==> config.mk <==
export PLATFORM = sky130hd
export DESIGN_NAME = sconv_mac
export DESIGN_NICKNAME = d
export VERILOG_FILES = /design/src/sconv_pkg.sv /design/src/sconv_mac.sv
export SDC_FILE = /design/constraint.sdc
export NUM_CORES = 2
export LEC_CHECK = 0
export BUFFER_PORTS_ARGS = -buffer_cell sky130_fd_sc_hd__buf_2
export CAP_MARGIN = 15
export CORE_UTILIZATION = 32
export CTS_BUF_LIST = sky130_fd_sc_hd__clkbuf_8
export DETAILED_ROUTE_END_ITERATION = 7
export GPL_TIMING_DRIVEN = 1
export MAX_ROUTING_LAYER = met4
export SLEW_MARGIN = 20
export SYNTH_ARGS = -nofsm -noshare
export SYNTH_HDL_FRONTEND = slang
export SYNTH_SLANG_ARGS = --single-unit
export TNS_END_PERCENT = 50
==> constraint.sdc <==
create_clock -name clk -period 6.5 [get_ports clk]
set_input_delay 0 -clock clk [delete_from_list [all_inputs] [get_ports clk]]
set_output_delay 0 -clock clk [all_outputs]
set_load 0.005 [all_outputs]
==> src/sconv_pkg.sv <==
// constants, codes and shared types of the streaming 2-d convolution block
// no dependencies; used by every other file but sconv_ram through scoped names
package sconv_pkg;

    localparam int IMG_SIZE   = 32;
    localparam int CHANNELS   = 3;
    localparam int KERNEL     = 3;
    localparam int FILTERS    = 8;

    localparam int DATA_W     = 24;
    localparam int FRAC_W     = 20;
    localparam int ACT_W      = DATA_W - 1;
    localparam int CMD_W      = 2;
    localparam int IDX_W      = 8;
    localparam int FILT_W     = 3;
    localparam int POS_W      = 5;

    localparam int ROW_STRIDE = IMG_SIZE * CHANNELS;
    localparam int KC         = KERNEL * CHANNELS;
    localparam int WIN_DEPTH  = ROW_STRIDE * (KERNEL - 1) + KC;
    localparam int W_DEPTH    = KC * KERNEL * FILTERS;
    localparam int ROW_JUMP   = ROW_STRIDE - KC + 1;

    localparam int WIN_AW     = $clog2(WIN_DEPTH);
    localparam int W_AW       = $clog2(W_DEPTH);
    localparam int ROW_W      = $clog2(IMG_SIZE);
    localparam int CH_W       = $clog2(CHANNELS);
    localparam int KR_W       = $clog2(KERNEL);
    localparam int KC_W       = $clog2(KC);

    typedef enum logic [CMD_W-1:0] {
        CMD_PIXEL  = 2'd0,
        CMD_WEIGHT = 2'd1,
        CMD_BIAS   = 2'd2,
        CMD_NONE   = 2'd3
    } cmd_t;

    typedef enum logic [1:0] {
        ST_IDLE,
        ST_ISSUE,
        ST_WAIT,
        ST_EMIT
    } state_t;

    // control flags for each operand pair from the sequencer to the mac
    typedef struct packed {
        logic clear;
        logic valid;
        logic last;
    } mac_op_t;

endpackage

==> src/sconv_mac.sv <==
// shared multiply-accumulate unit: registered product, wrapping 24-bit sum,
// bias add and relu; depends on sconv_pkg
module sconv_mac (
    input  logic                                clk,
    input  logic                                rst_n,
    input  sconv_pkg::mac_op_t                  op,
    input  logic signed [sconv_pkg::DATA_W-1:0] pixel,
    input  logic signed [sconv_pkg::DATA_W-1:0] weight,
    input  logic [sconv_pkg::DATA_W-1:0]        bias,
    output logic                                done,
    output logic [sconv_pkg::ACT_W-1:0]         activation
);

    logic signed [2*sconv_pkg::DATA_W-1:0] prod_reg;
    logic                                  prod_valid_reg;
    logic                                  prod_last_reg;
    logic                                  done_reg;
    logic [sconv_pkg::DATA_W-1:0]          acc_reg;
    logic [sconv_pkg::DATA_W-1:0]          acc_next;
    logic [sconv_pkg::DATA_W-1:0]          sum;

    always_ff @(posedge clk)
    begin
        if (op.valid)
        begin
            prod_reg <= pixel * weight;
        end
    end

    always_ff @(posedge clk or negedge rst_n)
    begin
        if (!rst_n)
        begin
            prod_valid_reg <= 1'b0;
            prod_last_reg  <= 1'b0;
            done_reg       <= 1'b0;
        end
        else
        begin
            prod_valid_reg <= op.valid;
            prod_last_reg  <= op.valid && op.last;
            done_reg       <= prod_valid_reg && prod_last_reg;
        end
    end

    // product floored to 20 fraction bits, sum wraps at 24 bits
    always_comb
    begin
        acc_next = acc_reg;
        if (op.clear)
        begin
            acc_next = '0;
        end
        else if (prod_valid_reg)
        begin
            acc_next = acc_reg
                + prod_reg[sconv_pkg::FRAC_W+sconv_pkg::DATA_W-1:sconv_pkg::FRAC_W];
        end
    end

    always_ff @(posedge clk)
    begin
        acc_reg <= acc_next;
    end

    assign sum        = acc_reg + bias;
    assign activation = sum[sconv_pkg::DATA_W-1] ? '0 : sum[sconv_pkg::ACT_W-1:0];
    assign done       = done_reg;

    a_clear_idle: assert property (@(posedge clk) disable iff (!rst_n)
        op.clear |-> (!prod_valid_reg && !op.valid))
        else $error("accumulator cleared while products are in flight");

    a_done_follows_last: assert property (@(posedge clk) disable iff (!rst_n)
        $rose(done_reg) |-> $past(prod_valid_reg && prod_last_reg))
        else $error("done raised without a last product");

endmodule

### Yosys cells after proc, flatten, opt, wreduce, memory -nomap -nowiden

Cells that the tools add are included.

| storage, ports and cells | value |
|---|---|
| output and inout port bits | 24 |
| logic and storage cells | 11 |
| flip-flop bits (word level) | 71 |

| operators by class | value |
|---|---|
| muxes and demuxes | 1 |
| $mul | 1 |
| $add $sub $neg | 2 |
| reduce and logical (&&, ||, !) cells | 2 |

Operators by type and width:

| operator | count |
|---|---|
| 24-bit adder | 2 |
| 24-bit by 24-bit multiplier with 44-bit output | 1 |
| 23-bit two-way mux | 1 |
| 1-bit logical AND | 2 |

### Depth between registers and ports, before layout

| depth | value |
|---|---|
| word-level depth | 2 |
| mapped depth | 26 |
| mapped depth without buffers | 25 |

### Worst setup path before layout

Ideal clock, no wire load.

| timing path | value |
|---|---|
| kind | input -> register |
| from | input pixel[23] in the netlist's numbering |
| to | register prod_reg[42] in the netlist's numbering (data pin) |
| arrival time | 6.092 ns |
| data required time | 6.242 ns |
| setup slack | 0.150 ns |
| stages | 24 |
| library setup time | 0.258 ns |
| path through | clkbuf_1 -> nand2_1 -> inv_1 -> fa_1 -> fa_1 -> inv_1 -> fa_1 -> fa_1 -> inv_1 -> fa_1 -> fa_1 -> inv_1 -> fa_1 -> inv_1 -> ha_1 -> a21o_1 -> a21o_1 -> a21oi_1 -> nand3_1 -> o211a_4 -> a2111oi_4 -> o21ai_2 -> a21oi_2 -> xnor2_1 |

| on the way | value |
|---|---|
| word-level cells in the longest chain between the ends | 1 |

RTL lines:

| item | line | source |
|---|---|---|
| start: declaration | sconv_mac.sv:7 | `input logic signed [sconv_pkg::DATA_W-1:0] pixel,` |
| 24-bit by 24-bit multiplier with 44-bit output | sconv_mac.sv:26 | `prod_reg <= pixel * weight;` |
| end signal: assignment | sconv_mac.sv:26 |  |
| end: declaration | sconv_mac.sv:14 | `logic signed [2*sconv_pkg::DATA_W-1:0] prod_reg;` |

Every way passes these cells.
A chain may end at the register's enable or synchronous reset.

### Final worst setup path

| timing path | value |
|---|---|
| from | input pixel[13] in the netlist's numbering |
| to | register prod_reg[43] in the netlist's numbering (data pin) |

Same word-level chain as after synthesis.

==> flow_summary_export.csv <==
group,metric,value,unit
synth,syn_area,23370,um2
worst_setup_path,worstPathRequired,6.56,ns
synth,yosys_warnings,0,
sta,timing.final.crit_share,96.69,%
synth,synthArstFlopShare,5.882,%
synth,synth-edff-count,24,
finish,drive_above_1_share,10.42,%
sta,rsz0062_at_grt,"false",
worst_setup_path,reg2reg_to,"acc_reg[20]",
sta,post-route-min-period,6.285,ns
worst_setup_path,r2r_cells,12,
cts,clkTransAtPathRegs,0.10,ns
finish,mostFrequentLayoutCells,"inv_1, fa_1, nand2_1, and2_1, ha_1",
routing,drt-initial-drc-count,668,
routing,postRouteAntennaNets,0,
cts,clk_path_buf_depth,2,
worst_setup_path,arrival,6.34,ns
job,cap_viol_max_count,0,
worst_setup_path,r2r_slack,3.10,ns
sta,final_max_slew_viol_count,0,
finish,finalNetCount,3491,
die,die_y,272.2,um
die,die_w,272.2,um
synth,synth_cell_types,63,
routing,vias,16610,
global_routing,antenna_found_initial,2,
die,io_pins,101,
finish,finalCoreUtilization,36.19,%
finish,area_growth,11.30,%
die,rows,98,
outcome,outcome,"complete, no violations",
die,dieArea,74100,um2
place,port_buffers,100,
synth,yosysSeqAreaShare,5.462,%
sta,setup_viol_count_final,0,
routing,dr.pass1.iters,4,
routing,viasPerCell,4.579,
hold_path,worstHoldPathType,"primary input to asynchronous set/reset pin",
synth,avgSynthCellArea,9.269,um2
sta,worst_pin_slew,0.8926,ns
cts,cts_sinks,51,
cts,cts_tree,"built",
die,core,71850,um2
worst_setup_path,worstPathMaxFanout,18,
sta,hold_viol_final,0,
sta,skew,0.005904,ns
global_routing,grt_max_degree,33,
place,gp_congestion,0.8640,
routing,route.detailed.drc,0,
worst_setup_path,r2r_start,"acc_reg[0]",
synth,syn-num-nets,3336,
sta,holdWs,0.01636,ns
global_routing,grt-ovfl-total,0,
sta,timing.slew.headroom,40.30,%
worst_setup_path,critPathCaptureType,"flip-flop",
synth,synthCells,2521,
sta,max_clock_freq,159.1,MHz
cts,numCtsBuffers,5,
global_routing,grt_pass1_vias,18690,
place,hpwl,51230,um
routing,wl_per_cell,15.94,um
cts,htreeDepth,2,
synth,synthFlopType,"edfxtp_1",
die,start_util,32.52,%
worst_setup_path,path_class,"primary input to flip-flop",
worst_setup_path,cp-start-kind,"primary input",
cts,root_buffer,"clkbuf_8",
routing,drt-total-wl,57840,um
global_routing,grt_pass1_wl,96990,um
cts,post_cts_buffers,0,
synth,ys_ff_latch,51,
cts,clk_latency,0.30,ns
global_routing,grt.total_usage,17.19,%
finish,final_common_cell,"inv_1",
cell usage after synthesis (all sizes together) (8+ instances only):
library cell	count	area (um2)
ha	171	2140
o21ai	29	160.2
nand2	290	1089
a211oi	8	85.08
dfxtp	24	480.5
fa	567	11350
a21oi	55	286.5
nor3	13	65.06
nand3	9	45.04
xnor2	56	490.5
mux2i	19	190.2
a21o	24	180.2
nor2	82	307.8
nand2b	16	100.1
inv	589	2211
nor2b	25	156.4
o21a	11	82.58
clkbuf	99	371.6
xor2	25	219.0
o211ai	10	80.07
and2	290	1817
edfxtp	24	720.7
logic make-up (layout without fill, tap and decap cells):
group           after synthesis  in the layout  share of synthesized area (%)
other cells                   0              1                              0
compound gates              188            188                          5.703
flops                        51             51                          5.462
buf+inv                     693            849                          11.18
xor+xnor                     81             81                          3.036
fa+ha+maj                   738            738                          57.73
mux                          20             20                         0.8621
simple gates                750            750                          16.02
worst max-delay path by stage:
stage	end	cells past startpoint	startpoint	slack, ns
2_1_floorplan	prod_reg[42]	24	pixel[23]	0.15
3_3_place_gp	prod_reg[43]	24	pixel[13]	-0.10
3_5_place_dp	prod_reg[43]	24	pixel[13]	-0.20
4_1_cts	prod_reg[43]	24	pixel[13]	0.15
5_1_grt	prod_reg[42]	24	pixel[13]	0.01
6_report	prod_reg[43]	24	pixel[13]	0.22
timing repair:
item / in CTS / in global routing
hold buffers: 2 / 0
hold endpoints to repair: 4 / 0
gates resized for setup: 0 / 6
endpoints found under the setup margin: 0 / 10
worst max-delay path: stages:
cell and delay [ns]:
clkbuf_4 0.24, buf_4 0.22, buf_4 0.14, and2_1 0.16, fa_1 0.47, inv_1 0.05
fa_1 0.47, inv_1 0.05, fa_1 0.50, fa_1 0.66, fa_1 0.47, fa_1 0.49
inv_1 0.05, fa_1 0.47, inv_1 0.04, ha_1 0.30, a21o_1 0.19, a21oi_2 0.17
nand3_1 0.11, o211a_4 0.31, a2111oi_4 0.39, o211ai_1 0.16, o211ai_2 0.11, xnor2_1 0.10
metrics by stage:
step                cells  setup slack, ns  area, um2  setup TNS, ns
finish               3628           0.2154      26010              0
global route         3628          0.01371      26010              0
CTS                  3627           0.1494      25980              0
detailed placement   3617          -0.2003      25850         -1.714
global placement     3617          -0.1015      25850        -0.6792
floorplan            2521           0.1504      23370              0
area by class of cell:
cell class,instances,area [um2]
fillers,7443,45850
multi-input cells,1777,19490
inverters,589,2211
repair buffers,252,1734
flip-flops and latches,51,1276
well taps,950,1189
clock buffers,5,68.82
clock inverters,3,37.54
diodes,1,2.502
metal layers:
layer	GRT usage (%)	up-vias	routed length (um)
li1	-	7770	-
met1	20.11	8556	23920
met2	31.80	215	31050
met3	1.173	70	1453
met4	4.140	0	1411
met5	-	-	0
Power is not shown: default switching activity piles up to over one toggle a cycle in this logic, so the estimate is an artifact.
