<file path="src/sconv_pkg.sv">
// constants, codes and shared types of the streaming 2-d convolution block
// no dependencies; used by every other file but sconv_ram through scoped names
package sconv_pkg;

    localparam int IMG_SIZE   = 32;
    localparam int CHANNELS   = 3;
    localparam int KERNEL     = 3;
    localparam int FILTERS    = 8;

    localparam int DATA_W     = 24;
    localparam int FRAC_W     = 20;
    localparam int ACT_W      = DATA_W - 1;
    localparam int CMD_W      = 2;
    localparam int IDX_W      = 8;
    localparam int FILT_W     = 3;
    localparam int POS_W      = 5;

    localparam int ROW_STRIDE = IMG_SIZE * CHANNELS;
    localparam int KC         = KERNEL * CHANNELS;
    localparam int WIN_DEPTH  = ROW_STRIDE * (KERNEL - 1) + KC;
    localparam int W_DEPTH    = KC * KERNEL * FILTERS;
    localparam int ROW_JUMP   = ROW_STRIDE - KC + 1;

    localparam int WIN_AW     = $clog2(WIN_DEPTH);
    localparam int W_AW       = $clog2(W_DEPTH);
    localparam int ROW_W      = $clog2(IMG_SIZE);
    localparam int CH_W       = $clog2(CHANNELS);
    localparam int KR_W       = $clog2(KERNEL);
    localparam int KC_W       = $clog2(KC);

    typedef enum logic [CMD_W-1:0] {
        CMD_PIXEL  = 2'd0,
        CMD_WEIGHT = 2'd1,
        CMD_BIAS   = 2'd2,
        CMD_NONE   = 2'd3
    } cmd_t;

    typedef enum logic [1:0] {
        ST_IDLE,
        ST_ISSUE,
        ST_WAIT,
        ST_EMIT
    } state_t;

    // control flags for each operand pair from the sequencer to the mac
    typedef struct packed {
        logic clear;
        logic valid;
        logic last;
    } mac_op_t;

endpackage

</file>
<file path="src/sconv_if.sv">
// valid/ready channel interfaces for input items and result items
// depends on sconv_pkg
interface sconv_in_if;
    logic                                valid;
    logic                                ready;
    logic [sconv_pkg::CMD_W-1:0]         command;
    logic signed [sconv_pkg::DATA_W-1:0] sample;
    logic [sconv_pkg::IDX_W-1:0]         index;

    modport source (output valid, command, sample, index, input ready);
    modport sink (input valid, command, sample, index, output ready);
endinterface

interface sconv_out_if;
    logic                         valid;
    logic                         ready;
    logic [sconv_pkg::ACT_W-1:0]  activation;
    logic [sconv_pkg::FILT_W-1:0] filter_number;
    logic [sconv_pkg::POS_W-1:0]  out_row;
    logic [sconv_pkg::POS_W-1:0]  out_col;
    logic                         last;

    modport source (output valid, activation, filter_number, out_row, out_col, last,
                    input ready);
    modport sink (input valid, activation, filter_number, out_row, out_col, last,
                  output ready);
endinterface

</file>
<file path="src/sconv_ctrl.sv">
// sequencer: raster position, window write pointer, operand address walk per
// filter, bias registers and result register; depends on sconv_pkg, sconv_if
module sconv_ctrl (
    input  logic                              clk,
    input  logic                              rst_n,
    sconv_in_if.sink                          item,
    sconv_out_if.source                       result,
    output logic                              win_wr_en,
    output logic [sconv_pkg::WIN_AW-1:0]      win_wr_addr,
    output logic [sconv_pkg::WIN_AW-1:0]      win_rd_addr,
    output logic                              w_wr_en,
    output logic [sconv_pkg::W_AW-1:0]        w_wr_addr,
    output logic [sconv_pkg::W_AW-1:0]        w_rd_addr,
    output logic                              rd_en,
    output sconv_pkg::mac_op_t                mac_op,
    output logic [sconv_pkg::DATA_W-1:0]      bias,
    input  logic                              mac_done,
    input  logic [sconv_pkg::ACT_W-1:0]       mac_act
);

    sconv_pkg::state_t             state_reg, state_next;
    logic [sconv_pkg::ROW_W-1:0]   row_reg, row_next;
    logic [sconv_pkg::ROW_W-1:0]   col_reg, col_next;
    logic [sconv_pkg::CH_W-1:0]    ch_reg, ch_next;
    logic [sconv_pkg::WIN_AW-1:0]  wp_reg, wp_next;
    logic [sconv_pkg::WIN_AW-1:0]  base_reg, base_next;
    logic [sconv_pkg::WIN_AW-1:0]  win_addr_reg, win_addr_next;
    logic [sconv_pkg::W_AW-1:0]    w_addr_reg, w_addr_next;
    logic [sconv_pkg::FILT_W-1:0]  filt_reg, filt_next;
    logic [sconv_pkg::KR_W-1:0]    kr_reg, kr_next;
    logic [sconv_pkg::KC_W-1:0]    kc_reg, kc_next;
    logic                          issue_valid_reg, issue_valid_next;
    logic                          issue_last_reg, issue_last_next;
    logic [sconv_pkg::POS_W-1:0]   orow_reg, orow_next;
    logic [sconv_pkg::POS_W-1:0]   ocol_reg, ocol_next;
    logic                          out_valid_reg, out_valid_next;
    logic [sconv_pkg::ACT_W-1:0]   out_act_reg, out_act_next;
    logic [sconv_pkg::FILT_W-1:0]  out_filt_reg, out_filt_next;
    logic [sconv_pkg::POS_W-1:0]   out_row_reg, out_row_next;
    logic [sconv_pkg::POS_W-1:0]   out_col_reg, out_col_next;
    logic                          out_last_reg, out_last_next;
    logic [sconv_pkg::DATA_W-1:0]  bias_reg [sconv_pkg::FILTERS];

    sconv_pkg::cmd_t               cmd;
    logic                          accept;
    logic                          emit;
    logic                          issue_end;
    logic                          filt_last;
    logic                          out_free;
    logic [sconv_pkg::WIN_AW-1:0]  wp_inc;
    logic [sconv_pkg::WIN_AW:0]    win_sum;
    logic [sconv_pkg::WIN_AW:0]    win_step;

    assign cmd       = sconv_pkg::cmd_t'(item.command);
    assign accept    = item.valid && item.ready;
    assign emit      = (ch_reg == sconv_pkg::CH_W'(sconv_pkg::CHANNELS - 1))
                    && (row_reg >= sconv_pkg::ROW_W'(sconv_pkg::KERNEL - 1))
                    && (col_reg >= sconv_pkg::ROW_W'(sconv_pkg::KERNEL - 1));
    assign issue_end = (kr_reg == sconv_pkg::KR_W'(sconv_pkg::KERNEL - 1))
                    && (kc_reg == sconv_pkg::KC_W'(sconv_pkg::KC - 1));
    assign filt_last = filt_reg == sconv_pkg::FILT_W'(sconv_pkg::FILTERS - 1);
    assign out_free  = !out_valid_reg || result.ready;
    assign wp_inc    = (wp_reg == sconv_pkg::WIN_AW'(sconv_pkg::WIN_DEPTH - 1))
                     ? '0 : wp_reg + 1'b1;

    // next window address: one step along a kernel row, or a jump to the next row
    assign win_step = (kc_reg == sconv_pkg::KC_W'(sconv_pkg::KC - 1))
                    ? (sconv_pkg::WIN_AW+1)'(sconv_pkg::ROW_JUMP)
                    : (sconv_pkg::WIN_AW+1)'(1);
    assign win_sum  = {1'b0, win_addr_reg} + win_step;

    // next state
    always_comb
    begin
        state_next = state_reg;
        case (state_reg)
            sconv_pkg::ST_IDLE:
            begin
                if (accept && cmd == sconv_pkg::CMD_PIXEL && emit)
                begin
                    state_next = sconv_pkg::ST_ISSUE;
                end
            end
            sconv_pkg::ST_ISSUE:
            begin
                if (issue_end)
                begin
                    state_next = sconv_pkg::ST_WAIT;
                end
            end
            sconv_pkg::ST_WAIT:
            begin
                if (mac_done)
                begin
                    state_next = sconv_pkg::ST_EMIT;
                end
            end
            sconv_pkg::ST_EMIT:
            begin
                if (out_free)
                begin
                    state_next = filt_last ? sconv_pkg::ST_IDLE : sconv_pkg::ST_ISSUE;
                end
            end
            default:
            begin
                state_next = sconv_pkg::ST_IDLE;
            end
        endcase
    end

    // outputs of the sequencer
    always_comb
    begin
        item.ready   = state_reg == sconv_pkg::ST_IDLE;
        win_wr_en    = accept && cmd == sconv_pkg::CMD_PIXEL;
        win_wr_addr  = wp_reg;
        win_rd_addr  = win_addr_reg;
        w_wr_en      = accept && cmd == sconv_pkg::CMD_WEIGHT
                    && item.index < sconv_pkg::IDX_W'(sconv_pkg::W_DEPTH);
        w_wr_addr    = sconv_pkg::W_AW'(item.index);
        w_rd_addr    = w_addr_reg;
        rd_en        = state_reg == sconv_pkg::ST_ISSUE;
        mac_op.clear = state_next == sconv_pkg::ST_ISSUE
                    && state_reg != sconv_pkg::ST_ISSUE;
        mac_op.valid = issue_valid_reg;
        mac_op.last  = issue_last_reg;
        bias         = bias_reg[filt_reg];
    end

    // datapath next values
    always_comb
    begin
        row_next         = row_reg;
        col_next         = col_reg;
        ch_next          = ch_reg;
        wp_next          = wp_reg;
        base_next        = base_reg;
        win_addr_next    = win_addr_reg;
        w_addr_next      = w_addr_reg;
        filt_next        = filt_reg;
        kr_next          = kr_reg;
        kc_next          = kc_reg;
        orow_next        = orow_reg;
        ocol_next        = ocol_reg;
        out_act_next     = out_act_reg;
        out_filt_next    = out_filt_reg;
        out_row_next     = out_row_reg;
        out_col_next     = out_col_reg;
        out_last_next    = out_last_reg;
        out_valid_next   = out_valid_reg && !result.ready;
        issue_valid_next = state_reg == sconv_pkg::ST_ISSUE;
        issue_last_next  = state_reg == sconv_pkg::ST_ISSUE && issue_end;

        case (state_reg)
            sconv_pkg::ST_IDLE:
            begin
                if (accept && cmd == sconv_pkg::CMD_PIXEL)
                begin
                    wp_next   = wp_inc;
                    base_next = wp_inc;
                    if (ch_reg == sconv_pkg::CH_W'(sconv_pkg::CHANNELS - 1))
                    begin
                        ch_next = '0;
                        if (col_reg == sconv_pkg::ROW_W'(sconv_pkg::IMG_SIZE - 1))
                        begin
                            col_next = '0;
                            row_next = (row_reg == sconv_pkg::ROW_W'(sconv_pkg::IMG_SIZE - 1))
                                     ? '0 : row_reg + 1'b1;
                        end
                        else
                        begin
                            col_next = col_reg + 1'b1;
                        end
                    end
                    else
                    begin
                        ch_next = ch_reg + 1'b1;
                    end
                    if (emit)
                    begin
                        orow_next     = sconv_pkg::POS_W'(row_reg
                                      - sconv_pkg::ROW_W'(sconv_pkg::KERNEL - 1));
                        ocol_next     = sconv_pkg::POS_W'(col_reg
                                      - sconv_pkg::ROW_W'(sconv_pkg::KERNEL - 1));
                        filt_next     = '0;
                        kr_next       = '0;
                        kc_next       = '0;
                        win_addr_next = wp_inc;
                        w_addr_next   = '0;
                    end
                end
            end
            sconv_pkg::ST_ISSUE:
            begin
                win_addr_next = (win_sum >= (sconv_pkg::WIN_AW+1)'(sconv_pkg::WIN_DEPTH))
                    ? sconv_pkg::WIN_AW'(win_sum - (sconv_pkg::WIN_AW+1)'(sconv_pkg::WIN_DEPTH))
                    : sconv_pkg::WIN_AW'(win_sum);
                w_addr_next = w_addr_reg + sconv_pkg::W_AW'(sconv_pkg::FILTERS);
                if (kc_reg == sconv_pkg::KC_W'(sconv_pkg::KC - 1))
                begin
                    kc_next = '0;
                    kr_next = kr_reg + 1'b1;
                end
                else
                begin
                    kc_next = kc_reg + 1'b1;
                end
            end
            sconv_pkg::ST_EMIT:
            begin
                if (out_free)
                begin
                    out_valid_next = 1'b1;
                    out_act_next   = mac_act;
                    out_filt_next  = filt_reg;
                    out_row_next   = orow_reg;
                    out_col_next   = ocol_reg;
                    out_last_next  = filt_last;
                    if (!filt_last)
                    begin
                        filt_next     = filt_reg + 1'b1;
                        kr_next       = '0;
                        kc_next       = '0;
                        win_addr_next = base_reg;
                        w_addr_next   = sconv_pkg::W_AW'(filt_reg) + 1'b1;
                    end
                end
            end
            default:
            begin
            end
        endcase
    end

    always_ff @(posedge clk or negedge rst_n)
    begin
        if (!rst_n)
        begin
            state_reg       <= sconv_pkg::ST_IDLE;
            row_reg         <= '0;
            col_reg         <= '0;
            ch_reg          <= '0;
            wp_reg          <= '0;
            filt_reg        <= '0;
            kr_reg          <= '0;
            kc_reg          <= '0;
            issue_valid_reg <= 1'b0;
            issue_last_reg  <= 1'b0;
            out_valid_reg   <= 1'b0;
        end
        else
        begin
            state_reg       <= state_next;
            row_reg         <= row_next;
            col_reg         <= col_next;
            ch_reg          <= ch_next;
            wp_reg          <= wp_next;
            filt_reg        <= filt_next;
            kr_reg          <= kr_next;
            kc_reg          <= kc_next;
            issue_valid_reg <= issue_valid_next;
            issue_last_reg  <= issue_last_next;
            out_valid_reg   <= out_valid_next;
        end
    end

    always_ff @(posedge clk)
    begin
        base_reg     <= base_next;
        win_addr_reg <= win_addr_next;
        w_addr_reg   <= w_addr_next;
        orow_reg     <= orow_next;
        ocol_reg     <= ocol_next;
        out_act_reg  <= out_act_next;
        out_filt_reg <= out_filt_next;
        out_row_reg  <= out_row_next;
        out_col_reg  <= out_col_next;
        out_last_reg <= out_last_next;
    end

    always_ff @(posedge clk)
    begin
        if (accept && cmd == sconv_pkg::CMD_BIAS
            && item.index < sconv_pkg::IDX_W'(sconv_pkg::FILTERS))
        begin
            bias_reg[item.index[sconv_pkg::FILT_W-1:0]] <= item.sample;
        end
    end

    assign result.valid         = out_valid_reg;
    assign result.activation    = out_act_reg;
    assign result.filter_number = out_filt_reg;
    assign result.out_row       = out_row_reg;
    assign result.out_col       = out_col_reg;
    assign result.last          = out_last_reg;

    a_done_in_wait: assert property (@(posedge clk) disable iff (!rst_n)
        mac_done |-> state_reg == sconv_pkg::ST_WAIT)
        else $error("mac finished outside the wait state");

    a_win_addr_range: assert property (@(posedge clk) disable iff (!rst_n)
        state_reg == sconv_pkg::ST_ISSUE
        |-> win_addr_reg < sconv_pkg::WIN_AW'(sconv_pkg::WIN_DEPTH))
        else $error("window read address beyond the store");

    a_last_ends_window: assert property (@(posedge clk) disable iff (!rst_n)
        (state_reg == sconv_pkg::ST_EMIT && out_free && filt_last)
        |=> (state_reg == sconv_pkg::ST_IDLE && result.valid && result.last))
        else $error("last filter result did not close the window");

endmodule

</file>
<file path="src/flat_wrapper.sv">
// flat-port wrapper written by rule: the top's interface ports become plain ports
module sconv_ctrl_flat 
  (clk, rst_n, win_wr_en, win_wr_addr, win_rd_addr, w_wr_en, w_wr_addr, w_rd_addr, rd_en, mac_op, bias, mac_done, mac_act, item_valid, item_command, item_sample, item_index, item_ready, result_valid, result_activation, result_filter_number, result_out_row, result_out_col, result_last, result_ready);
  sconv_in_if item_i ();
  sconv_out_if result_i ();
  input  logic clk;
  input  logic rst_n;
  output logic win_wr_en;
  output logic [sconv_pkg::WIN_AW-1:0] win_wr_addr;
  output logic [sconv_pkg::WIN_AW-1:0] win_rd_addr;
  output logic w_wr_en;
  output logic [sconv_pkg::W_AW-1:0] w_wr_addr;
  output logic [sconv_pkg::W_AW-1:0] w_rd_addr;
  output logic rd_en;
  output sconv_pkg::mac_op_t mac_op;
  output logic [sconv_pkg::DATA_W-1:0] bias;
  input  logic mac_done;
  input  logic [sconv_pkg::ACT_W-1:0] mac_act;
  input wire logic [$bits(item_i.valid)-1:0] item_valid;
  input wire logic [$bits(item_i.command)-1:0] item_command;
  input wire logic [$bits(item_i.sample)-1:0] item_sample;
  input wire logic [$bits(item_i.index)-1:0] item_index;
  output wire logic [$bits(item_i.ready)-1:0] item_ready;
  output wire logic [$bits(result_i.valid)-1:0] result_valid;
  output wire logic [$bits(result_i.activation)-1:0] result_activation;
  output wire logic [$bits(result_i.filter_number)-1:0] result_filter_number;
  output wire logic [$bits(result_i.out_row)-1:0] result_out_row;
  output wire logic [$bits(result_i.out_col)-1:0] result_out_col;
  output wire logic [$bits(result_i.last)-1:0] result_last;
  input wire logic [$bits(result_i.ready)-1:0] result_ready;
  assign item_i.valid = item_valid;
  assign item_i.command = item_command;
  assign item_i.sample = item_sample;
  assign item_i.index = item_index;
  assign item_ready = item_i.ready;
  assign result_valid = result_i.valid;
  assign result_activation = result_i.activation;
  assign result_filter_number = result_i.filter_number;
  assign result_out_row = result_i.out_row;
  assign result_out_col = result_i.out_col;
  assign result_last = result_i.last;
  assign result_i.ready = result_ready;
  sconv_ctrl u_core (.clk(clk), .rst_n(rst_n), .item(item_i), .result(result_i), .win_wr_en(win_wr_en), .win_wr_addr(win_wr_addr), .win_rd_addr(win_rd_addr), .w_wr_en(w_wr_en), .w_wr_addr(w_wr_addr), .w_rd_addr(w_rd_addr), .rd_en(rd_en), .mac_op(mac_op), .bias(bias), .mac_done(mac_done), .mac_act(mac_act));
endmodule
</file>
<file path="config.mk">
export PLATFORM = sky130hd
export DESIGN_NAME = sconv_ctrl_flat
export DESIGN_NICKNAME = d
export VERILOG_FILES = /design/src/sconv_pkg.sv /design/src/sconv_if.sv /design/src/sconv_ctrl.sv /design/src/flat_wrapper.sv
export SDC_FILE = /design/constraint.sdc
export NUM_CORES = 1
export LEC_CHECK = 0
export BUFFER_PORTS_ARGS = -buffer_cell sky130_fd_sc_hd__buf_4
export CORE_MARGIN = 2
export CORE_UTILIZATION = 52
export DETAILED_ROUTE_END_ITERATION = 8
export PLACE_DENSITY_LB_ADDON = 0.08
export SETUP_SLACK_MARGIN = 0.2
export SYNTH_ARGS = -nofsm -noshare
export SYNTH_HDL_FRONTEND = slang
export SYNTH_SLANG_ARGS = --single-unit
</file>
<file path="constraint.sdc">
create_clock -name clk -period 3.53 [get_ports clk]
set_input_delay 0.1765 -clock clk [delete_from_list [all_inputs] [get_ports clk]]
set_output_delay 0.1765 -clock clk [all_outputs]
set_load 0.01 [all_outputs]
</file>
# ---- After elaboration in Yosys (flattened, before gate mapping)
# Memories as Yosys holds them, arrays and structs flattened.
# Index checks and enable logic that the tools add are counted.
dict set report op_classes {
  add_sub_neg 13
  eq_ne 19
  n_mux 43
  n_lt_le_gt_ge 5
  reduce_logical 28
}
# op n
set ops {}
lappend ops {{$mux 8} 10}
lappend ops {{$pmux 8 s3} 2}
lappend ops {{$mux 2} 10}
lappend ops {{$mux 4} 5}
lappend ops {{$logic_and 1x1->1} 13}
lappend ops {{$mux 3} 4}
lappend ops {{$pmux 4 s3} 1}
lappend ops {{$add 5x1->5 const B} 2}
lappend ops {{$eq 2x2->1 const B} 5}
lappend ops {{$eq 5x5->1 const B} 2}
lappend ops {{$ge 5x2->1 const B} 2}
lappend ops {{$mux 5} 2}
lappend ops {{$reduce_and 5->1} 2}
lappend ops {{$sub 5x2->5 const B} 2}
lappend ops {{$add 8x7->9} 1}
lappend ops {{$ge 9x8->1 const B} 1}
lappend ops {{$add 8x1->8 const B} 1}
lappend ops {{$add 8x4->8 const B} 1}
lappend ops {{$eq 8x8->1 const B} 1}
lappend ops {{$lt 8x4->1 const B} 1}
lappend ops {{$lt 8x8->1 const B} 1}
lappend ops {{$ne 2x2->1 const B} 4}
lappend ops {{$pmux 2 s4} 1}
lappend ops {{$sub 8x8->8 const B} 1}
lappend ops {{other kinds (21)} 33}
dict set report word_totals {
  in_bits 62
  mem_count 1
  ff_bits 105
  mem_bits_rw 192
}
# name words width read_ports rd_ports_with_merged_regs wr line_no
set memory_table {}
lappend memory_table {u_core.bias_reg 8 24 1 0 1 sconv_ctrl.sv:42} ;# logic [sconv_pkg::DATA_W-1:0] bias_reg [sconv_pkg::FILTERS];

# ---- Depth between registers and ports, before layout
# Gate-level depths: netlist (run 1).
dict set report depth {
  depth_word 8
  depth_mapped 15
}

# ---- Least setup slack after synthesis (run 1)
# Ideal clock, no wire load.
dict set report synth_timing {
  path_type {reg-to-reg}
  from {reg u_core.state_reg[0]}
  to {mem u_core.bias_reg[1][0] (netlist name), enable pin}
  path_stages_with_launch 7
  n_path_buf 1
  required_ns 3.095
  arrival_time_ns 3.026
  slack_ns 0.069
  path_cell_list {dfrtp_1 > buf_2 > nor2_1 > nand3_1 > nor4b_1 > nand2_1 > nor3_1}
}
dict set report synth_via {
  elab_chain_len 6
}
# element line_no
set synth_rtl {}
lappend synth_rtl {{from (decl)} sconv_ctrl.sv:21} ;# sconv_pkg::state_t state_reg, state_next;
lappend synth_rtl {{from (signal assigned)} sconv_ctrl.sv:240} ;# state_reg <= sconv_pkg::ST_IDLE;
lappend synth_rtl {{from (signal assigned)} sconv_ctrl.sv:254} ;# state_reg <= state_next;
lappend synth_rtl {{$logic_not 2->1} sconv_ctrl.sv:115} ;# item.ready = state_reg == sconv_pkg::ST_IDLE;
lappend synth_rtl {{net item_ready} flat_wrapper.sv:23} ;# output wire logic [$bits(item_i.ready)-1:0] item_ready;
lappend synth_rtl {{$logic_and 1x1->1} sconv_ctrl.sv:55} ;# assign accept = item.valid && item.ready;
lappend synth_rtl {{$logic_and 1x1->1} sconv_ctrl.sv:284} ;# if (accept && cmd == sconv_pkg::CMD_BIAS
lappend synth_rtl {{$logic_and 1x1->1} sconv_ctrl.sv:285} ;# && item.index < sconv_pkg::IDX_W'(sconv_pkg::FILTERS))
lappend synth_rtl {{$mux 1} sconv_ctrl.sv:284}
lappend synth_rtl {{$mux 1 (implied by the code)} sconv_ctrl.sv:287} ;# bias_reg[item.index[sconv_pkg::FILT_W-1:0]] <= item.sample;
lappend synth_rtl {{to (decl)} sconv_ctrl.sv:42}
# The timed path passes the listed nets, and every way through them passes these cells.

# ---- Worst setup path after layout (run 1)
dict set report layout_timing {
  from {reg u_core.kc_reg[0] (netlist name)}
  to {reg u_core.win_addr_reg (netlist bit u_core.win_rd_addr[2]) (data pin)}
}
dict set report layout_via {
  elab_chain_len 6
}
# element line_no
set layout_rtl {}
lappend layout_rtl {{from (decl)} sconv_ctrl.sv:31} ;# logic [sconv_pkg::KC_W-1:0] kc_reg, kc_next;
lappend layout_rtl {{from (signal assigned)} sconv_ctrl.sv:261} ;# kc_reg <= kc_next;
lappend layout_rtl {{$eq 4x4->1 (*)} sconv_ctrl.sv:67} ;# assign win_step = (kc_reg == sconv_pkg::KC_W'(sconv_pkg::KC - 1))
lappend layout_rtl {{$mux 7 (*)} sconv_ctrl.sv:68} ;# ? (sconv_pkg::WIN_AW+1)'(sconv_pkg::ROW_JUMP)
lappend layout_rtl {{$add 8x7->9 (*)} sconv_ctrl.sv:70} ;# assign win_sum = {1'b0, win_addr_reg} + win_step;
lappend layout_rtl {{$sub 8x8->8 or $ge 9x8->1 (tied branches)} {sconv_ctrl.sv:197, sconv_ctrl.sv:196}}
lappend layout_rtl {{$mux 8 (*)} sconv_ctrl.sv:197} ;# ? sconv_pkg::WIN_AW'(win_sum - (sconv_pkg::WIN_AW+1)'(sconv_pkg::WIN_DEPTH))
lappend layout_rtl {{$pmux 8 s3 (*)} sconv_ctrl.sv:155} ;# case (state_reg)
lappend layout_rtl {{net u_core.win_addr_next (one bit)} sconv_ctrl.sv:27} ;# logic [sconv_pkg::WIN_AW-1:0] win_addr_reg, win_addr_next;
lappend layout_rtl {{to (signal assigned)} sconv_ctrl.sv:271} ;# win_addr_reg <= win_addr_next;
lappend layout_rtl {{to (decl)} sconv_ctrl.sv:27}
# The timed path passes the listed nets; every way through them passes the cells marked *.
# A chain may end at the register's enable or synchronous reset.

==> run_results.csv, run 1 <==
group,metric,value,unit
synthesis,syn_area_per_cell,17.7,sq um
grt,antenna_found_initial,0,
pwr,total_power,0.00760,W
pwr,ir_drop,0.413,mV
clocking,cts_max_level,1,
sta,grt_setup_unrepaired,"no",
min_path,hold_path.class,"in2reg",
detailed_routing,drtIter0Drc,353,
synthesis,postSynthCellCount,686,
synthesis,yosys.area_share.adder,2.58,%
synthesis,synth.top_cells.by_count,"edfxtp_1, mux4_2, nand2_1",
cells_and_area,nets,1006,
die,fp-row-count,55,
synthesis,muxShareOfSynthArea,11.9,%
detailed_routing,num_vias,6818,
synthesis,netlist_area,0.0121,sq mm
worst_setup_path,crit_required,3.92,ns
synthesis,synth-seq-cells,297,
clocking,clock-sinks,297,
detailed_routing,via_per_inst,5.43,
worst_setup_path,crit_type,"reg2reg",
worst_setup_path,reg2reg_depth,14,
detailed_routing,drtPass1Iterations,5,
synthesis,synth-edff-count,263,
sta,fin_setup_tns,0,ns
cells_and_area,largest_reg_flops,192,
placement,pre_cts_ws,0.0936,ns
die,initial_core_util,53.2,%
placement,io_buffer_count,162,
detailed_routing,final_antenna_net_count,0,
worst_setup_path,reg2reg_to,"u_core.win_rd_addr[2]$_DFFE_PP_",
sta,setup_violations,0,
die,dieArea,0.0245,sq mm
min_path,hold_path_depth,5,
sta,period_share,90.7,%
synthesis,yosysMostFrequentCell,"edfxtp_1",
sta,setup_ws,0.328,ns
die,io_pins,163,
detailed_routing,wire_per_inst,19.9,um
placement,gp_congestion,0.804,
synthesis,synth_top_family_by_area,"multiplexers",
grt,grt_use_total,20.7,%
die,die_h,157,um
clocking,clkTransAtPathRegs,0.06,ns
sta,relSlewSlack,56.0,%
die,coreArea,0.0228,sq mm
synthesis,synth_compound_area_share,4.18,%
clocking,clk_path_buf_depth,3,
grt,grt_overflow,0,
sta,worst_pin_slew,0.660,ns
cells_and_area,areaGrowthSynthToFinish,27.8,%
synthesis,synthXorXnorAreaFrac,1.58,%
clocking,cts_tree,"done",
synthesis,ys_top_cells_by_area,"edfxtp_1, mux4_2, dfrtp_1",
worst_setup_path,rr_startpoint,"u_core.kc_reg[0]$_DFFE_PN0P_",
cells_and_area,drive_above_1_share,37.6,%
clocking,root_buffer,"clkbuf_16",
pwr,power.leakage,5.73,nW
worst_setup_path,reg2reg_slack,0.33,ns
synthesis,ys_seq_area_share,72.2,%
synthesis,yosysTopAreaCellShare,65.2,%
synthesis,synth_top_area_cell,"edfxtp_1",
worst_setup_path,end_kind,"flip-flop",
synthesis,synth_nets,773,
sta,skew,0.0179,ns
die,die_x,157,um
min_path,hold_end,"u_core.state_reg[0]$_DFF_PN0_",
min_path,hold_start,"mac_done",
synthesis,yosysWarnings,0,
grt,grt_pass1_wl,38.7,mm
grt,grt_pass1_vias,7062,
detailed_routing,drc,0,
worst_setup_path,arrival,3.60,ns
job,cap_violations,0,
sta,fin_crit,3.20,ns
detailed_routing,wirelength,25.0,mm
synthesis,synth-simple-area-share,5.21,%
sta,maxSlewViolCount,0,
placement,post-dp-hpwl,15.2,mm
synthesis,yosysUniqueCellTypes,61,
status,status,"completed",
worst_setup_path,critPathMaxFanout,6,
clocking,worstSkewPairLatency,0.56,ns
clocking,cts_made_buffers,30,
synthesis,ys_async_sr_fraction,11.4,%
cells_and_area,antenna_cells,0,
grt,grt_start_max_net_pins,35,
worst_setup_path,start_kind,"flip-flop",
synthesis,ys.flop_type,"edfxtp_1",
sta,finalHoldViolations,0,
pwr,power.density,490,mW/mm^2
sta,fmax,312,MHz
## routing by layer
metal,vias up,part of all wire [%],track usage [%]
li1,3138,-,-
met1,3409,40,26.2
met2,214,51,36.3
met3,57,5.3,3.57
met4,0,3.2,6.90
met5,-,0,0
## report_power, final
group | leakage [nW] | total [W] | internal [W] | switching [W]
Clock | 0.508 | 0.00323 | 0.00192 | 0.00131
Combinational | 2.42 | 0.000410 | 0.000210 | 0.000200
Sequential | 2.80 | 0.00396 | 0.00389 | 0.0000701
Total | 5.73 | 0.00760 | 0.00602 | 0.00158
## cell usage in the layout, fill, tap and decap left out, types with 11 or more instances in the layout
cell,instances
dlygate4sd3_1,49
clkbuf_16,30
dfrtp_1,31
o21ai_1,13
o21ai_0,13
nand3_1,11
mux2_2,26
nand2_1,40
mux4_2,48
ha_1,24
edfxtp_1,263
clkinv_2,12
nor2_1,19
inv_1,25
buf_4,178
## cells by family after synthesis
kind of cell	Yosys count
AO/OA/AOI/OAI	74
XOR/XNOR	21
AND/OR/NAND/NOR	124
buffers and inverters	65
multiplexers	80
flip-flops	297
adder cells (fa/ha/maj)	25
## metrics by stage
stage	hold slack [ns]	cells	utilization, %	cell area (sq um)
3_3_place_gp	0.171	1148	60.9	13900
3_5_place_dp	0.177	1148	60.9	13900
5_1_grt	0.126	1255	68.0	15500
2_1_floorplan	-0.119	686	-	12100
6_report	0.121	1255	68.0	15500
4_1_cts	0.0928	1253	67.7	15400
## worst max-delay path by stage
stage,from,end,depth (start not counted)
floorplan,u_core.kc_reg[0]$_DFFE_PN0P_,u_core.win_rd_addr[5]$_DFFE_PP_,14
global placement,u_core.kc_reg[0]$_DFFE_PN0P_,u_core.win_rd_addr[2]$_DFFE_PP_,13
detailed placement,u_core.kc_reg[0]$_DFFE_PN0P_,u_core.win_rd_addr[2]$_DFFE_PP_,13
CTS,u_core.kc_reg[0]$_DFFE_PN0P_,u_core.win_rd_addr[2]$_DFFE_PP_,13
global route,u_core.kc_reg[1]$_DFFE_PN0P_,u_core.win_rd_addr[1]$_DFFE_PP_,13
finish,u_core.kc_reg[0]$_DFFE_PN0P_,u_core.win_rd_addr[2]$_DFFE_PP_,14
## area by class of cell
cell class              instances  area [sq um]
inverters                      30           113
flip-flops and latches        297          8750
repair buffers                235          1990
well taps                     313           392
clock buffers                  32           758
fillers                      1568          7280
clock inverters                23           259
multi-input cells             325          3230
## critical path, cell delays in order (launching register included)
cell      delay, ns
dfrtp_2        0.44
inv_1          0.08
ha_1           0.14
nand2_1        0.04
or2_2          0.33
inv_2          0.09
ha_1           0.27
a21o_1         0.19
buf_4          0.14
o21ai_2        0.17
xor2_2         0.15
buf_4          0.17
o31ai_4        0.33
mux2_4         0.34
o221ai_2       0.14
## repair_timing
action,4_1_cts,5_1_grt
pin swaps,2,6
cloned,1,0
setup buffers,0,2
endpoints found under the setup margin,5,7
resized for setup,5,13
hold endpoints to repair,250,0
hold buffers,49,0
Note: power is estimated with default switching activity, not from simulation.
==> run 2: changes to the inputs <==
Settings changed: ABC_AREA set to 1, CORE_UTILIZATION 52 to 45.
==> run 2 against run 1 <==
Critical path depth is 7 lower; clock skew is 0.010 ns lower; first-iteration DRC count is 57% higher; maximum frequency is 7.6% higher; wire length is 11% higher; highest routed layer unchanged; total power is 30% higher; register-to-register slack better by 0.41 ns; final area is 0.17% higher.
==> run_results.csv, run 2 <==
group,metric,value,unit
status,status,"completed",
pwr,comb_power_share,24.0,%
clocking,cts_max_level,1,
placement,pre_cts_ws,0.714,ns
die,initial_core_util,45.9,%
pwr,p_seq_share,43.6,%
worst_setup_path,arrival,2.80,ns
sta,setup_ws,0.553,ns
detailed_routing,drtPass1Iterations,5,
min_path,hold_path.class,"in2reg",
sta,maxSlewViolCount,0,
sta,period_share,84.3,%
clocking,clk_path_buf_depth,3,
worst_setup_path,start_kind,"flip-flop",
grt,grt_pass1_wl,43.6,mm
synthesis,synth-seq-cells,297,
sta,worst_pin_slew,0.906,ns
placement,io_buffer_count,162,
worst_setup_path,crit_type,"reg2out",
clocking,cts-hold-fix-buffers,50,
grt,grt_pass1_vias,8154,
sta,fmax,336,MHz
placement,numPlacedInstances,1522,
clocking,cts_made_buffers,31,
pwr,power.leakage,6.03,nW
clocking,root_buffer,"clkbuf_16",
die,coreArea,0.0270,sq mm
worst_setup_path,worstSetupStartpoint,"u_core.filt_reg[0]$_DFFE_PN0P_",
cells_and_area,fin_area,0.0155,sq mm
synthesis,syn_area_per_cell,11.8,sq um
clocking,worstSkewPairLatency,0.54,ns
synthesis,yosysMostFrequentCell,"edfxtp_1",
cells_and_area,nets,1351,
worst_setup_path,setup.worst_path.end,"bias[19]",
detailed_routing,via_per_inst,5.09,
synthesis,yosysUniqueCellTypes,33,
detailed_routing,wirelength,27.7,mm
clocking,clkTransAtPathRegs,0.06,ns
synthesis,ys.flop_type,"edfxtp_1",
die,io_pins,163,
clocking,cts_resized,0,
synthesis,synth-edff-count,263,
detailed_routing,wire_per_inst,17.0,um
worst_setup_path,reg2reg_depth,19,
detailed_routing,drtIter0Drc,555,
min_path,hold_path_depth,5,
sta,fin_setup_tns,0,ns
worst_setup_path,critPathTopFamily,"buffers and inverters",
pwr,clkPwrFrac,32.3,%
worst_setup_path,worst-path-buf-inv,3,
synthesis,yosysTopAreaCellShare,63.9,%
die,fp-row-count,60,
sta,fin_crit,2.98,ns
grt,grt_start_max_net_pins,58,
grt,grt_use_total,19.3,%
grt,grt_overflow,0,
die,die_h,170,um
synthesis,postSynthCellCount,1046,
placement,post-dp-hpwl,16.7,mm
worst_setup_path,slowest_stage,"dfrtp_2",
sta,setup_violations,0,
worst_setup_path,crit_required,3.35,ns
grt,antenna_found_initial,0,
synthesis,netlist_area,0.0124,sq mm
synthesis,synth.top_cells.by_count,"edfxtp_1, nor2_1, o21ai_0",
cells_and_area,layout_commonest_cell,"edfxtp_1",
synthesis,synth_nets,1133,
sta,skew,0.00753,ns
pwr,total_power,0.00988,W
placement,post_dp_cell_area,0.0140,sq mm
synthesis,synth_top_area_cell,"edfxtp_1",
job,cap_violations,0,
worst_setup_path,critical_path_depth,7,
synthesis,ys_top_cells_by_area,"edfxtp_1, dfrtp_1, nor2_1",
pwr,power.density,636,mW/mm^2
die,die_x,170,um
cells_and_area,final_cell_mix,"edfxtp_1, nor2_1, buf_4",
detailed_routing,num_vias,8293,
sta,relSlewSlack,39.6,%
synthesis,yosysWarnings,0,
pwr,switching_share,29.5,%
cells_and_area,instances_no_fill,1629,
detailed_routing,drc,0,
sta,grt_setup_unrepaired,"no",
cells_and_area,areaGrowthSynthToFinish,25.5,%
detailed_routing,final_antenna_net_count,0,
worst_setup_path,reg2reg_to,"u_core.win_rd_addr[4]$_DFFE_PP_",
clocking,cts_setup_buffers,0,
worst_setup_path,critPathMaxFanout,57,
worst_setup_path,reg2reg_slack,0.74,ns
worst_setup_path,cp_slowest_stage_delay,0.72,ns
cells_and_area,largest_reg_flops,192,
die,dieArea,0.0288,sq mm
pwr,ir_drop,0.450,mV
clocking,cts_tree,"done",
worst_setup_path,worstPathCellList,"inv_2 -> buf_4 -> o21ai_0 -> o22ai_1 -> nor2_1 -> a31oi_1 -> buf_4",
worst_setup_path,rr_startpoint,"u_core.kc_reg[0]$_DFFE_PN0P_",
synthesis,ys_seq_area_share,70.7,%
cells_and_area,antenna_cells,0,
pwr,power.internal,0.00696,W
worst_setup_path,crit_path_frequent_cell,"buf_4",
cells_and_area,drive_above_1_share,20.2,%
pwr,net-switching-power,0.00292,W
clocking,clock-sinks,297,
placement,gp_congestion,0.830,
worst_setup_path,end_kind,"primary output",
synthesis,ys_async_sr_fraction,11.4,%
sta,finalHoldViolations,0,
-- run 2: cells by family (layout without fill, tap and decap cells) --
family | after synthesis | in the layout | share of synthesized area [%]
DFF | 297 | 297 | 70.7
buffers and inverters | 127 | 369 | 4.26
xor gates and xnor gates | 10 | 10 | 0.708
and+or+nand+nor | 388 | 388 | 13.0
adders and majority gates | 25 | 25 | 2.53
AOI/OAI and AO/OA | 199 | 199 | 8.73
-- run 2: per-stage QoR --
stage | util, % | hold WS, ns
after detailed placement | 52.0 | 0.173
after global placement | 52.0 | 0.171
final | 57.6 | 0.124
after global routing | 57.6 | 0.128
after CTS | 57.6 | 0.0971
after floorplan | - | -0.119
-- run 2: layout make-up --
cell class | count | area (sq um)
clock inverters | 11 | 131
flip-flops and latches | 297 | 8750
repair buffers | 235 | 1900
well taps | 341 | 427
clock buffers | 46 | 882
multi-input cells | 622 | 3140
inverters | 77 | 289
fillers | 2296 | 11400
-- run 2: metal layers --
layer	global-route usage, %	vias to the layer above	routed length, um	share of wire (%)
met5	0	-	0	0
met3	2.89	33	1230	4.4
met4	4.35	0	438	1.6
met2	32.0	172	13100	47
li1	-	4104	-	-
met1	27.1	3984	13000	47
-- run 2: power by group through the flow --
stage | Clock [W] | Combinational, W | Sequential [W]
4_1_cts | 0.00328 | 0.00240 | 0.00431
3_5_place_dp | 0 | 0.00234 | 0.00438
2_1_floorplan | 0 | 0.00148 | 0.00432
6_report | 0.00319 | 0.00237 | 0.00431
5_1_grt | 0.00341 | 0.00268 | 0.00434
3_3_place_gp | 0 | 0.00231 | 0.00438
-- run 2: worst min path at each step --
stage	from	to	slack, ns
after floorplan	rst_n	u_core.ch_reg[0]$_DFFE_PN0P_	-0.12
after global placement	rst_n	u_core.row_reg[0]$_DFFE_PN0P_	0.17
after detailed placement	rst_n	u_core.row_reg[0]$_DFFE_PN0P_	0.17
after CTS	item_command[0]	u_core.win_wr_addr[7]$_DFFE_PN0P_	0.1
after global routing	item_command[0]	u_core.base_reg[4]$_DFFE_PP_	0.13
final	item_command[0]	u_core.win_wr_addr[7]$_DFFE_PN0P_	0.12
-- run 2: worst register-to-register path: stages (launching register included) --
cell	delay (ns)
dfrtp_1	0.39
inv_1	0.10
ha_1	0.15
nand3_1	0.15
inv_1	0.24
ha_1	0.33
nand2_1	0.09
nand2_1	0.06
inv_1	0.07
nand2_1	0.07
nand2_1	0.08
nand2_1	0.12
nand2_1	0.11
nand2_2	0.06
nand2_1	0.11
nand2_4	0.10
nand2_4	0.12
nand2_1	0.06
nand3_1	0.07
nand3_1	0.08
